**src/rtl/core/gcsg_pkg.sv**
```systemverilog
// shared types, constants and font functions for the glyph column stream generator
package gcsg_pkg;

  localparam int unsigned CHAR_W      = 8;
  localparam int unsigned BYTE_W      = 8;
  localparam int unsigned COL_W       = 8;
  localparam int unsigned SLOT_W      = 6;
  localparam int unsigned IDX_W       = 4;
  localparam int unsigned QUEUE_DEPTH = 2;

  localparam logic [3:0] NORMAL_BYTES = 4'd6;
  localparam logic [3:0] DOUBLE_BYTES = 4'd12;
  localparam logic [3:0] GLYPH_COLS   = 4'd5;
  localparam logic [3:0] DOUBLE_COLS  = 4'd10;

  // register index codes (paddr bit 2)
  localparam logic REG_DOUBLE_SIZE = 1'b0;
  localparam logic REG_LOWER_HALF  = 1'b1;

  localparam logic [CHAR_W-1:0] CH_SPACE   = 8'h20;
  localparam logic [CHAR_W-1:0] CH_DASH    = 8'h2D;
  localparam logic [CHAR_W-1:0] CH_ZERO    = 8'h30;
  localparam logic [CHAR_W-1:0] CH_NINE    = 8'h39;
  localparam logic [CHAR_W-1:0] CH_COLON   = 8'h3A;
  localparam logic [CHAR_W-1:0] CH_UPPER_A = 8'h41;
  localparam logic [CHAR_W-1:0] CH_UPPER_Z = 8'h5A;
  localparam logic [CHAR_W-1:0] CH_LOWER_A = 8'h61;
  localparam logic [CHAR_W-1:0] CH_LOWER_Z = 8'h7A;
  localparam logic [CHAR_W-1:0] CASE_FOLD  = 8'h20;

  localparam logic [SLOT_W-1:0] SLOT_BLANK = 6'd0;
  localparam logic [SLOT_W-1:0] SLOT_DIGIT = 6'd1;
  localparam logic [SLOT_W-1:0] SLOT_ALPHA = 6'd11;
  localparam logic [SLOT_W-1:0] SLOT_COLON = 6'd37;
  localparam logic [SLOT_W-1:0] SLOT_DASH  = 6'd38;

  typedef struct packed {
    logic [SLOT_W-1:0] slot;
    logic              dbl;
    logic              upper_nib;
  } gcsg_entry_t;

  function automatic logic [SLOT_W-1:0] rom_slot(input logic [CHAR_W-1:0] code);
    logic [CHAR_W-1:0] c;
    logic [CHAR_W-1:0] off;
    c = code;
    if (c >= CH_LOWER_A && c <= CH_LOWER_Z) begin
      c = c - CASE_FOLD;
    end
    rom_slot = SLOT_BLANK;
    if (c >= CH_ZERO && c <= CH_NINE) begin
      off = c - CH_ZERO;
      rom_slot = SLOT_DIGIT + off[SLOT_W-1:0];
    end else if (c >= CH_UPPER_A && c <= CH_UPPER_Z) begin
      off = c - CH_UPPER_A;
      rom_slot = SLOT_ALPHA + off[SLOT_W-1:0];
    end else if (c == CH_COLON) begin
      rom_slot = SLOT_COLON;
    end else if (c == CH_DASH) begin
      rom_slot = SLOT_DASH;
    end
  endfunction

  // five glyph columns, leftmost column in the top byte
  function automatic logic [39:0] glyph_row(input logic [SLOT_W-1:0] slot);
    case (slot)
      6'd1:    glyph_row = {8'h3E, 8'h51, 8'h49, 8'h45, 8'h3E};
      6'd2:    glyph_row = {8'h00, 8'h42, 8'h7F, 8'h40, 8'h00};
      6'd3:    glyph_row = {8'h42, 8'h61, 8'h51, 8'h49, 8'h46};
      6'd4:    glyph_row = {8'h21, 8'h41, 8'h45, 8'h4B, 8'h31};
      6'd5:    glyph_row = {8'h18, 8'h14, 8'h12, 8'h7F, 8'h10};
      6'd6:    glyph_row = {8'h27, 8'h45, 8'h45, 8'h45, 8'h39};
      6'd7:    glyph_row = {8'h3C, 8'h4A, 8'h49, 8'h49, 8'h30};
      6'd8:    glyph_row = {8'h01, 8'h71, 8'h09, 8'h05, 8'h03};
      6'd9:    glyph_row = {8'h36, 8'h49, 8'h49, 8'h49, 8'h36};
      6'd10:   glyph_row = {8'h06, 8'h49, 8'h49, 8'h29, 8'h1E};
      6'd11:   glyph_row = {8'h7C, 8'h12, 8'h11, 8'h12, 8'h7C};
      6'd12:   glyph_row = {8'h7F, 8'h49, 8'h49, 8'h49, 8'h36};
      6'd13:   glyph_row = {8'h3E, 8'h41, 8'h41, 8'h41, 8'h22};
      6'd14:   glyph_row = {8'h7F, 8'h41, 8'h41, 8'h22, 8'h1C};
      6'd15:   glyph_row = {8'h7F, 8'h49, 8'h49, 8'h49, 8'h41};
      6'd16:   glyph_row = {8'h7F, 8'h09, 8'h09, 8'h09, 8'h01};
      6'd17:   glyph_row = {8'h3E, 8'h41, 8'h49, 8'h49, 8'h7A};
      6'd18:   glyph_row = {8'h7F, 8'h08, 8'h08, 8'h08, 8'h7F};
      6'd19:   glyph_row = {8'h00, 8'h41, 8'h7F, 8'h41, 8'h00};
      6'd20:   glyph_row = {8'h20, 8'h40, 8'h41, 8'h3F, 8'h01};
      6'd21:   glyph_row = {8'h7F, 8'h08, 8'h14, 8'h22, 8'h41};
      6'd22:   glyph_row = {8'h7F, 8'h40, 8'h40, 8'h40, 8'h40};
      6'd23:   glyph_row = {8'h7F, 8'h02, 8'h0C, 8'h02, 8'h7F};
      6'd24:   glyph_row = {8'h7F, 8'h04, 8'h08, 8'h10, 8'h7F};
      6'd25:   glyph_row = {8'h3E, 8'h41, 8'h41, 8'h41, 8'h3E};
      6'd26:   glyph_row = {8'h7F, 8'h09, 8'h09, 8'h09, 8'h06};
      6'd27:   glyph_row = {8'h3E, 8'h41, 8'h51, 8'h21, 8'h5E};
      6'd28:   glyph_row = {8'h7F, 8'h09, 8'h19, 8'h29, 8'h46};
      6'd29:   glyph_row = {8'h46, 8'h49, 8'h49, 8'h49, 8'h31};
      6'd30:   glyph_row = {8'h01, 8'h01, 8'h7F, 8'h01, 8'h01};
      6'd31:   glyph_row = {8'h3F, 8'h40, 8'h40, 8'h40, 8'h3F};
      6'd32:   glyph_row = {8'h1F, 8'h20, 8'h40, 8'h20, 8'h1F};
      6'd33:   glyph_row = {8'h3F, 8'h40, 8'h38, 8'h40, 8'h3F};
      6'd34:   glyph_row = {8'h63, 8'h14, 8'h08, 8'h14, 8'h63};
      6'd35:   glyph_row = {8'h07, 8'h08, 8'h70, 8'h08, 8'h07};
      6'd36:   glyph_row = {8'h61, 8'h51, 8'h49, 8'h45, 8'h43};
      6'd37:   glyph_row = {8'h00, 8'h36, 8'h36, 8'h00, 8'h00};
      6'd38:   glyph_row = {8'h08, 8'h08, 8'h08, 8'h08, 8'h08};
      default: glyph_row = 40'h0;
    endcase
  endfunction

  function automatic logic [BYTE_W-1:0] glyph_col(input logic [39:0] row,
                                                  input logic [2:0] col);
    case (col)
      3'd0:    glyph_col = row[39:32];
      3'd1:    glyph_col = row[31:24];
      3'd2:    glyph_col = row[23:16];
      3'd3:    glyph_col = row[15:8];
      3'd4:    glyph_col = row[7:0];
      default: glyph_col = '0;
    endcase
  endfunction

  // each pixel bit becomes two bits
  function automatic logic [BYTE_W-1:0] stretch_nibble(input logic [3:0] n);
    stretch_nibble = {n[3], n[3], n[2], n[2], n[1], n[1], n[0], n[0]};
  endfunction

endpackage

```
**src/rtl/core/glyph_column_stream_generator.sv**
```systemverilog
// top level: character stream in, 5x7 font column bytes out, config registers
// Each accepted character yields six column bytes (five glyph columns and one blank
// spacer) in normal size or twelve in double size (five nibble-stretched columns each
// sent twice, then two blank spacers); the last byte of a character carries tlast.
// The output side runs at one byte per cycle while out_tready is high; characters
// dropped because the line already reached COLUMN_LIMIT produce no bytes. A two-entry
// queue between the front end and the column walker lets the next characters be taken
// while bytes of earlier ones are still going out. A transaction with in_tuser high
// starts a new line and clears the column count. Registers: 0x0 double_size, 0x4
// lower_half (selects glyph bits 4-7 in double size); change them only while idle.
module glyph_column_stream_generator #(
  parameter int unsigned COLUMN_LIMIT = 126
) (
  input  logic        clk,
  input  logic        rst_n,
  input  logic        in_tvalid,
  output logic        in_tready,
  input  logic [7:0]  in_tdata,   // [7:0] char_code
  input  logic        in_tuser,   // [0] line_start
  output logic        out_tvalid,
  input  logic        out_tready,
  output logic [7:0]  out_tdata,  // [7:0] column_byte
  output logic        out_tlast,
  input  logic        cfg_psel,
  input  logic        cfg_penable,
  input  logic        cfg_pwrite,
  input  logic [2:0]  cfg_paddr,
  input  logic [31:0] cfg_pwdata,
  output logic [31:0] cfg_prdata,
  output logic        cfg_pready
);

  logic                  double_size_r, double_size_nxt;
  logic                  lower_half_r, lower_half_nxt;
  logic                  cfg_wr;
  logic                  push;
  gcsg_pkg::gcsg_entry_t push_entry;
  logic                  queue_full;
  logic                  q_valid;
  gcsg_pkg::gcsg_entry_t q_entry;
  logic                  q_pop;

  assign cfg_pready = 1'b1;
  assign cfg_wr     = cfg_psel && cfg_penable && cfg_pwrite && cfg_pready;

  always_comb begin
    double_size_nxt = double_size_r;
    lower_half_nxt  = lower_half_r;
    if (cfg_wr) begin
      case (cfg_paddr[2])
        gcsg_pkg::REG_DOUBLE_SIZE: double_size_nxt = cfg_pwdata[0];
        gcsg_pkg::REG_LOWER_HALF:  lower_half_nxt  = cfg_pwdata[0];
        default:                   double_size_nxt = double_size_r;
      endcase
    end
  end

  always_comb begin
    case (cfg_paddr[2])
      gcsg_pkg::REG_DOUBLE_SIZE: cfg_prdata = {31'b0, double_size_r};
      gcsg_pkg::REG_LOWER_HALF:  cfg_prdata = {31'b0, lower_half_r};
      default:                   cfg_prdata = '0;
    endcase
  end

  always_ff @(posedge clk) begin
    if (!rst_n) begin
      double_size_r <= 1'b0;
      lower_half_r  <= 1'b0;
    end else begin
      double_size_r <= double_size_nxt;
      lower_half_r  <= lower_half_nxt;
    end
  end

  gcsg_front #(
    .COLUMN_LIMIT (COLUMN_LIMIT)
  ) u_front (
    .clk         (clk),
    .rst_n       (rst_n),
    .in_valid    (in_tvalid),
    .in_ready    (in_tready),
    .char_code   (in_tdata),
    .line_start  (in_tuser),
    .double_size (double_size_r),
    .lower_half  (lower_half_r),
    .push        (push),
    .push_entry  (push_entry),
    .queue_full  (queue_full)
  );

  gcsg_queue u_queue (
    .clk        (clk),
    .rst_n      (rst_n),
    .push       (push),
    .push_entry (push_entry),
    .full       (queue_full),
    .pop_valid  (q_valid),
    .pop_entry  (q_entry),
    .pop        (q_pop)
  );

  gcsg_back u_back (
    .clk       (clk),
    .rst_n     (rst_n),
    .q_valid   (q_valid),
    .q_entry   (q_entry),
    .q_pop     (q_pop),
    .out_valid (out_tvalid),
    .out_ready (out_tready),
    .out_byte  (out_tdata),
    .out_last  (out_tlast)
  );

endmodule

```
**src/rtl/core/gcsg_front.sv**
```systemverilog
// front end: column tracking, line-full drop and font slot lookup
module gcsg_front #(
  parameter int unsigned COLUMN_LIMIT = 126
) (
  input  logic                         clk,
  input  logic                         rst_n,
  input  logic                         in_valid,
  output logic                         in_ready,
  input  logic [gcsg_pkg::CHAR_W-1:0]  char_code,
  input  logic                         line_start,
  input  logic                         double_size,
  input  logic                         lower_half,
  output logic                         push,
  output gcsg_pkg::gcsg_entry_t        push_entry,
  input  logic                         queue_full
);

  logic [gcsg_pkg::COL_W-1:0] col_r;
  logic [gcsg_pkg::COL_W-1:0] col_nxt;
  logic [gcsg_pkg::COL_W-1:0] col_base;
  logic [gcsg_pkg::COL_W:0]   col_sum;
  logic [3:0]                 n_bytes;
  logic                       accept;
  logic                       drop;

  assign in_ready = !queue_full;
  assign accept   = in_valid && in_ready;
  assign col_base = line_start ? '0 : col_r;
  assign drop     = col_base >= gcsg_pkg::COL_W'(COLUMN_LIMIT);
  assign push     = accept && !drop;
  assign n_bytes  = double_size ? gcsg_pkg::DOUBLE_BYTES : gcsg_pkg::NORMAL_BYTES;
  assign col_sum  = {1'b0, col_base} + {{(gcsg_pkg::COL_W - 3){1'b0}}, n_bytes};

  assign push_entry.slot      = gcsg_pkg::rom_slot(char_code);
  assign push_entry.dbl       = double_size;
  assign push_entry.upper_nib = lower_half;

  always_comb begin
    col_nxt = col_r;
    if (push) begin
      // saturate at all ones
      col_nxt = col_sum[gcsg_pkg::COL_W] ? '1 : col_sum[gcsg_pkg::COL_W-1:0];
    end
  end

  always_ff @(posedge clk) begin
    if (!rst_n) begin
      col_r <= '0;
    end else begin
      col_r <= col_nxt;
    end
  end

endmodule

```
**src/rtl/core/gcsg_queue.sv**
```systemverilog
// short queue of classified characters between front and back
module gcsg_queue (
  input  logic                  clk,
  input  logic                  rst_n,
  input  logic                  push,
  input  gcsg_pkg::gcsg_entry_t push_entry,
  output logic                  full,
  output logic                  pop_valid,
  output gcsg_pkg::gcsg_entry_t pop_entry,
  input  logic                  pop
);

  localparam int unsigned PTR_W = $clog2(gcsg_pkg::QUEUE_DEPTH);
  localparam int unsigned CNT_W = $clog2(gcsg_pkg::QUEUE_DEPTH + 1);

  gcsg_pkg::gcsg_entry_t mem_r [gcsg_pkg::QUEUE_DEPTH];
  logic [PTR_W-1:0] wr_ptr_r, wr_ptr_nxt;
  logic [PTR_W-1:0] rd_ptr_r, rd_ptr_nxt;
  logic [CNT_W-1:0] count_r, count_nxt;
  logic             do_push, do_pop;

  assign full      = count_r == CNT_W'(gcsg_pkg::QUEUE_DEPTH);
  assign pop_valid = count_r != '0;
  assign pop_entry = mem_r[rd_ptr_r];
  assign do_push   = push && !full;
  assign do_pop    = pop && pop_valid;

  always_comb begin
    wr_ptr_nxt = wr_ptr_r;
    rd_ptr_nxt = rd_ptr_r;
    count_nxt  = count_r;
    if (do_push) begin
      wr_ptr_nxt = (wr_ptr_r == PTR_W'(gcsg_pkg::QUEUE_DEPTH - 1)) ? '0 : wr_ptr_r + 1'b1;
    end
    if (do_pop) begin
      rd_ptr_nxt = (rd_ptr_r == PTR_W'(gcsg_pkg::QUEUE_DEPTH - 1)) ? '0 : rd_ptr_r + 1'b1;
    end
    case ({do_push, do_pop})
      2'b10:   count_nxt = count_r + 1'b1;
      2'b01:   count_nxt = count_r - 1'b1;
      default: count_nxt = count_r;
    endcase
  end

  always_ff @(posedge clk) begin
    if (!rst_n) begin
      wr_ptr_r <= '0;
      rd_ptr_r <= '0;
      count_r  <= '0;
    end else begin
      wr_ptr_r <= wr_ptr_nxt;
      rd_ptr_r <= rd_ptr_nxt;
      count_r  <= count_nxt;
    end
  end

  always_ff @(posedge clk) begin
    if (do_push) begin
      mem_r[wr_ptr_r] <= push_entry;
    end
  end

endmodule

```
**src/rtl/core/gcsg_back.sv**
```systemverilog
// back end: walks the column bytes of one character into an output register
module gcsg_back (
  input  logic                         clk,
  input  logic                         rst_n,
  input  logic                         q_valid,
  input  gcsg_pkg::gcsg_entry_t        q_entry,
  output logic                         q_pop,
  output logic                         out_valid,
  input  logic                         out_ready,
  output logic [gcsg_pkg::BYTE_W-1:0]  out_byte,
  output logic                         out_last
);

  logic                          busy_r, busy_nxt;
  gcsg_pkg::gcsg_entry_t         entry_r;
  logic [gcsg_pkg::IDX_W-1:0]    idx_r, idx_nxt;
  logic                          out_valid_r, out_valid_nxt;
  logic [gcsg_pkg::BYTE_W-1:0]   out_byte_r;
  logic                          out_last_r;
  logic                          out_space, produce, finish;
  logic [2:0]                    col;
  logic [gcsg_pkg::BYTE_W-1:0]   glyph_byte;
  logic [gcsg_pkg::BYTE_W-1:0]   cur_byte;
  logic                          cur_last;

  assign out_space = !out_valid_r || out_ready;
  assign produce   = busy_r && out_space;
  assign finish    = produce && cur_last;
  assign q_pop     = q_valid && (!busy_r || finish);

  // in double size each glyph column is sent twice
  assign col        = entry_r.dbl ? idx_r[3:1] : idx_r[2:0];
  assign glyph_byte = gcsg_pkg::glyph_col(gcsg_pkg::glyph_row(entry_r.slot), col);

  always_comb begin
    if (entry_r.dbl) begin
      cur_last = idx_r == gcsg_pkg::DOUBLE_BYTES - 1'b1;
      if (idx_r < gcsg_pkg::DOUBLE_COLS) begin
        cur_byte = gcsg_pkg::stretch_nibble(entry_r.upper_nib ? glyph_byte[7:4]
                                                              : glyph_byte[3:0]);
      end else begin
        cur_byte = '0;
      end
    end else begin
      cur_last = idx_r == gcsg_pkg::NORMAL_BYTES - 1'b1;
      cur_byte = (idx_r < gcsg_pkg::GLYPH_COLS) ? glyph_byte : '0;
    end
  end

  always_comb begin
    busy_nxt = busy_r;
    idx_nxt  = idx_r;
    if (q_pop) begin
      busy_nxt = 1'b1;
      idx_nxt  = '0;
    end else if (finish) begin
      busy_nxt = 1'b0;
    end else if (produce) begin
      idx_nxt = idx_r + 1'b1;
    end
    out_valid_nxt = produce ? 1'b1 : (out_ready ? 1'b0 : out_valid_r);
  end

  always_ff @(posedge clk) begin
    if (!rst_n) begin
      busy_r      <= 1'b0;
      idx_r       <= '0;
      out_valid_r <= 1'b0;
    end else begin
      busy_r      <= busy_nxt;
      idx_r       <= idx_nxt;
      out_valid_r <= out_valid_nxt;
    end
  end

  always_ff @(posedge clk) begin
    if (q_pop) begin
      entry_r <= q_entry;
    end
    if (produce) begin
      out_byte_r <= cur_byte;
      out_last_r <= cur_last;
    end
  end

  assign out_valid = out_valid_r;
  assign out_byte  = out_byte_r;
  assign out_last  = out_last_r;

endmodule

```
**config.mk**
```make
export PLATFORM = sky130hd
export DESIGN_NAME = glyph_column_stream_generator
export DESIGN_NICKNAME = d
export VERILOG_FILES = /design/src/rtl/core/gcsg_pkg.sv /design/src/rtl/core/glyph_column_stream_generator.sv /design/src/rtl/core/gcsg_front.sv /design/src/rtl/core/gcsg_queue.sv /design/src/rtl/core/gcsg_back.sv
export SDC_FILE = /design/constraint.sdc
export NUM_CORES = 1
export LEC_CHECK = 0
export CAP_MARGIN = 20
export CORE_MARGIN = 2
export CORE_UTILIZATION = 40
export DETAILED_ROUTE_END_ITERATION = 7
export DONT_BUFFER_PORTS = 1
export SLEW_MARGIN = 20
export SYNTH_ARGS = -nofsm -noshare
export SYNTH_HDL_FRONTEND = slang
export SYNTH_SLANG_ARGS = --single-unit
```
**constraint.sdc**
```tcl
create_clock -name clk -period 3.66 [get_ports clk]
set_input_delay 0.183 -clock clk [delete_from_list [all_inputs] [get_ports clk]]
set_output_delay 0.183 -clock clk [all_outputs]
set_load 0.02 [all_outputs]
```
==> run metrics <==
status complete, no violations; largest cells by area after synthesis edfxtp_1 (19%), dfxtp_1 (7.4%), ha_1 (6.6%); Port Buffers 0; Vias/cell 6.110; sum of negative setup slack 0 ns; Hold Path Cell Cnt 1; DP Cell Count 743; ys flop type edfxtp_1; startpoint class of the critical path register; Max-Cap Viols 0; Leak 1.965 nW; Finished Layout Cells 752; synthesized instance count 607; CTS Hold Bufs 1; Comb power frac 0.621; VDD IR max 293.9 uV; final worst path period share 0.8663; Max stage delay on crit path 0.61 ns; fin nets 657; Core Region 12620 um^2; most frequent cells after synthesis nor2_1 (39), buf_4 (38), nand2_1 (36); final worst slack 0.4893 ns; critical path depth 8; routed vias 4595; most common cell in the netlist nor2_1; post-synthesis sequential element count 52; clock sinks 52; Worst Skew 0.004551 ns; DR WL/cell 18.45 um; Critical Path RT 3.68 ns; DRT iter0 DRCs 485; clock-pin slew on the worst setup and hold paths 0.07 ns; share of cells above drive strength 1 0.09483; Critical Path, Cell by Cell inv_1 -> ha_1 -> nand2b_1 -> o2111ai_1 -> o2111ai_1 -> a21boi_0 -> a2111oi_4 -> o221ai_2; CTS tree built; R2R cell count 8; routed wire length 13880 um; most frequent cell on the critical path o2111ai_1; Net Sw Frac 0.4874; Power Total 4.165 mW; largest net degree at the start of global routing 72; Slew Viols, Final 0; Clk network pwr share 0.128; Synth-to-Final Area Change 2.817%; CTS resizes 0; synth warn 0; Rel. slew slack 0.3969; Psw 2.030 mW; Fmax achieved 315.4 MHz; die height 117.5 um; syn_area_per_cell 8.488 um^2; Sequential Power Share 0.251; fillcell total 1290; WP buf/inv 1; worst-margin pin slew 0.9027 ns; post-synthesis sequential area ratio 0.2661; 1st-pass router iterations 5; vias in the first global route 4381; post-layout min period 3.171 ns; Worst Hold Class in -> reg; gpl congestion 0.9816; Critical Path AT 3.19 ns; Hold Vio Cnt, Final 0; Worst Setup End Kind register; Die X 117.5 um; Seq. cell area 1371 um^2; post-synth top area cell edfxtp_1; I/O pin cnt 95; Pwr per Cell Area 786.3 nW/um^2; global-route wire length before repair 22680 um; crit path max-delay cell type edfxtp_1; unrepaired setup endpoints after global routing no; post-synthesis instance area 5152 um^2; Finish-stage setup viols 0; Post-route DRC 0; grt ovf 0; ys async rst share 0; Final ANT Viol Nets 0; top-area cell type share of the netlist area 0.1923; Pint 2.135 mW; Crit Path Class reg -> reg; synth unique cells 87; Max H-tree Level 2; row count 41; CTS root buffer clkbuf_16; antenna violations before repair 0; EDFF count, synth 33; Max Root-Sink Buffers 2; DP Worst Slack 0.5025 ns; gr usage total 0.1983; CP max FO 11; DPL Wire Length 9944 um; # diodes 0; Top delay family on crit path compound AO/OA/AOI/OAI gates; setup bufs post-CTS 0; clk_lat worst skew 0.29 ns; initial core utilization 0.4083; multi-input logic area 3286 um^2; total CTS buffers 5; Die ar. 13810 um^2
per-stage QoR:
stage          instance area, um^2  hold WS (ns)    util
3_5_place_dp                  5120        0.3080  0.4057
5_1_grt                       5298      0.004141  0.4198
4_1_cts                       5298      0.001428  0.4198
3_3_place_gp                  5120        0.3031  0.4057
2_1_floorplan                 5265        0.3279       -
6_report                      5298       0.01152  0.4198
layout make-up:
type                            instances  share of cell area
Clock buffer                            6             0.02433
Clock inverter                          2            0.007322
Inverter                               24             0.01701
Multi-Input combinational cell        479              0.6202
Sequential cell                        52              0.2589
Tap cell                              172             0.04062
Timing Repair Buffer                   17             0.03165
metal layers:
layer | track usage | up-vias | share of wire
li1 | - | 2142 | -
met1 | 0.2591 | 2172 | 0.42
met2 | 0.3216 | 238 | 0.47
met3 | 0.04264 | 43 | 0.079
met4 | 0.07530 | 0 | 0.037
met5 | 0 | - | 0
sequential cells by signal, summed over array words and instances, names as in the netlist, 2 cells and up:
name             count
u_back.idx_r         4
u_queue.count_r      2
u_back.out_byte      8
u_queue.mem_r       16
u_back.entry_r       8
u_front.col_r        7
power by group through the flow:
stage               Clock (mW)  Sequential (mW)  Combinational, mW
floorplan                    0            0.970               2.01
global placement             0             1.05               2.49
detailed placement           0             1.06               2.52
CTS                      0.546             1.05               2.53
global route             0.574             1.07               2.80
finish                   0.533             1.04               2.59
worst paths after layout:
check | startpoint | end | slack, ns
max | u_back.entry_r[3] | u_back.out_byte[3] | 0.49
max reg2reg | u_back.entry_r[3] | u_back.out_byte[3] | 0.49
min reg2reg | u_back.busy_r | u_back.out_valid | 0.48
min | rst_n | u_queue.count_r[0] | 0.01
worst register-to-register path, delay by kind of cell (launching register included):
kind / cells / cell delay, ns
flops: 1 / 0.61
simple gates: 1 / 0.41
compound gates: 5 / 1.19
fa+ha+maj: 1 / 0.44
buf+inv: 1 / 0.26
cells in the final DEF, fill, tap and decap left out, types with 7 or more instances in the layout:
master / count
edfxtp_1: 33
nand2b_1: 22
nor2b_1: 17
dfxtp_1: 19
a31oi_1: 7
conb_1: 32
o211ai_1: 10
and2_1: 9
xnor2_1: 8
ha_1: 27
nor3_1: 9
o21a_1: 9
o21ai_0: 31
a21oi_1: 29
buf_4: 13
nand2_1: 36
nand3_1: 12
mux2_2: 11
a21boi_0: 8
o221ai_1: 8
nor2_1: 39
and3_1: 9
mux2i_1: 14
a211oi_1: 9
inv_1: 21
cell families after synthesis:
kind of cell    Yosys count  synth area share
xor+xnor                 10           0.01700
mux                      25           0.05124
buf+inv                 106            0.1180
compound gates          192            0.2751
simple gates            193            0.2054
fa+ha+maj                27           0.06557
flops                    52            0.2661
other cells               2          0.001458
Power figures use the tool's default switching activity.
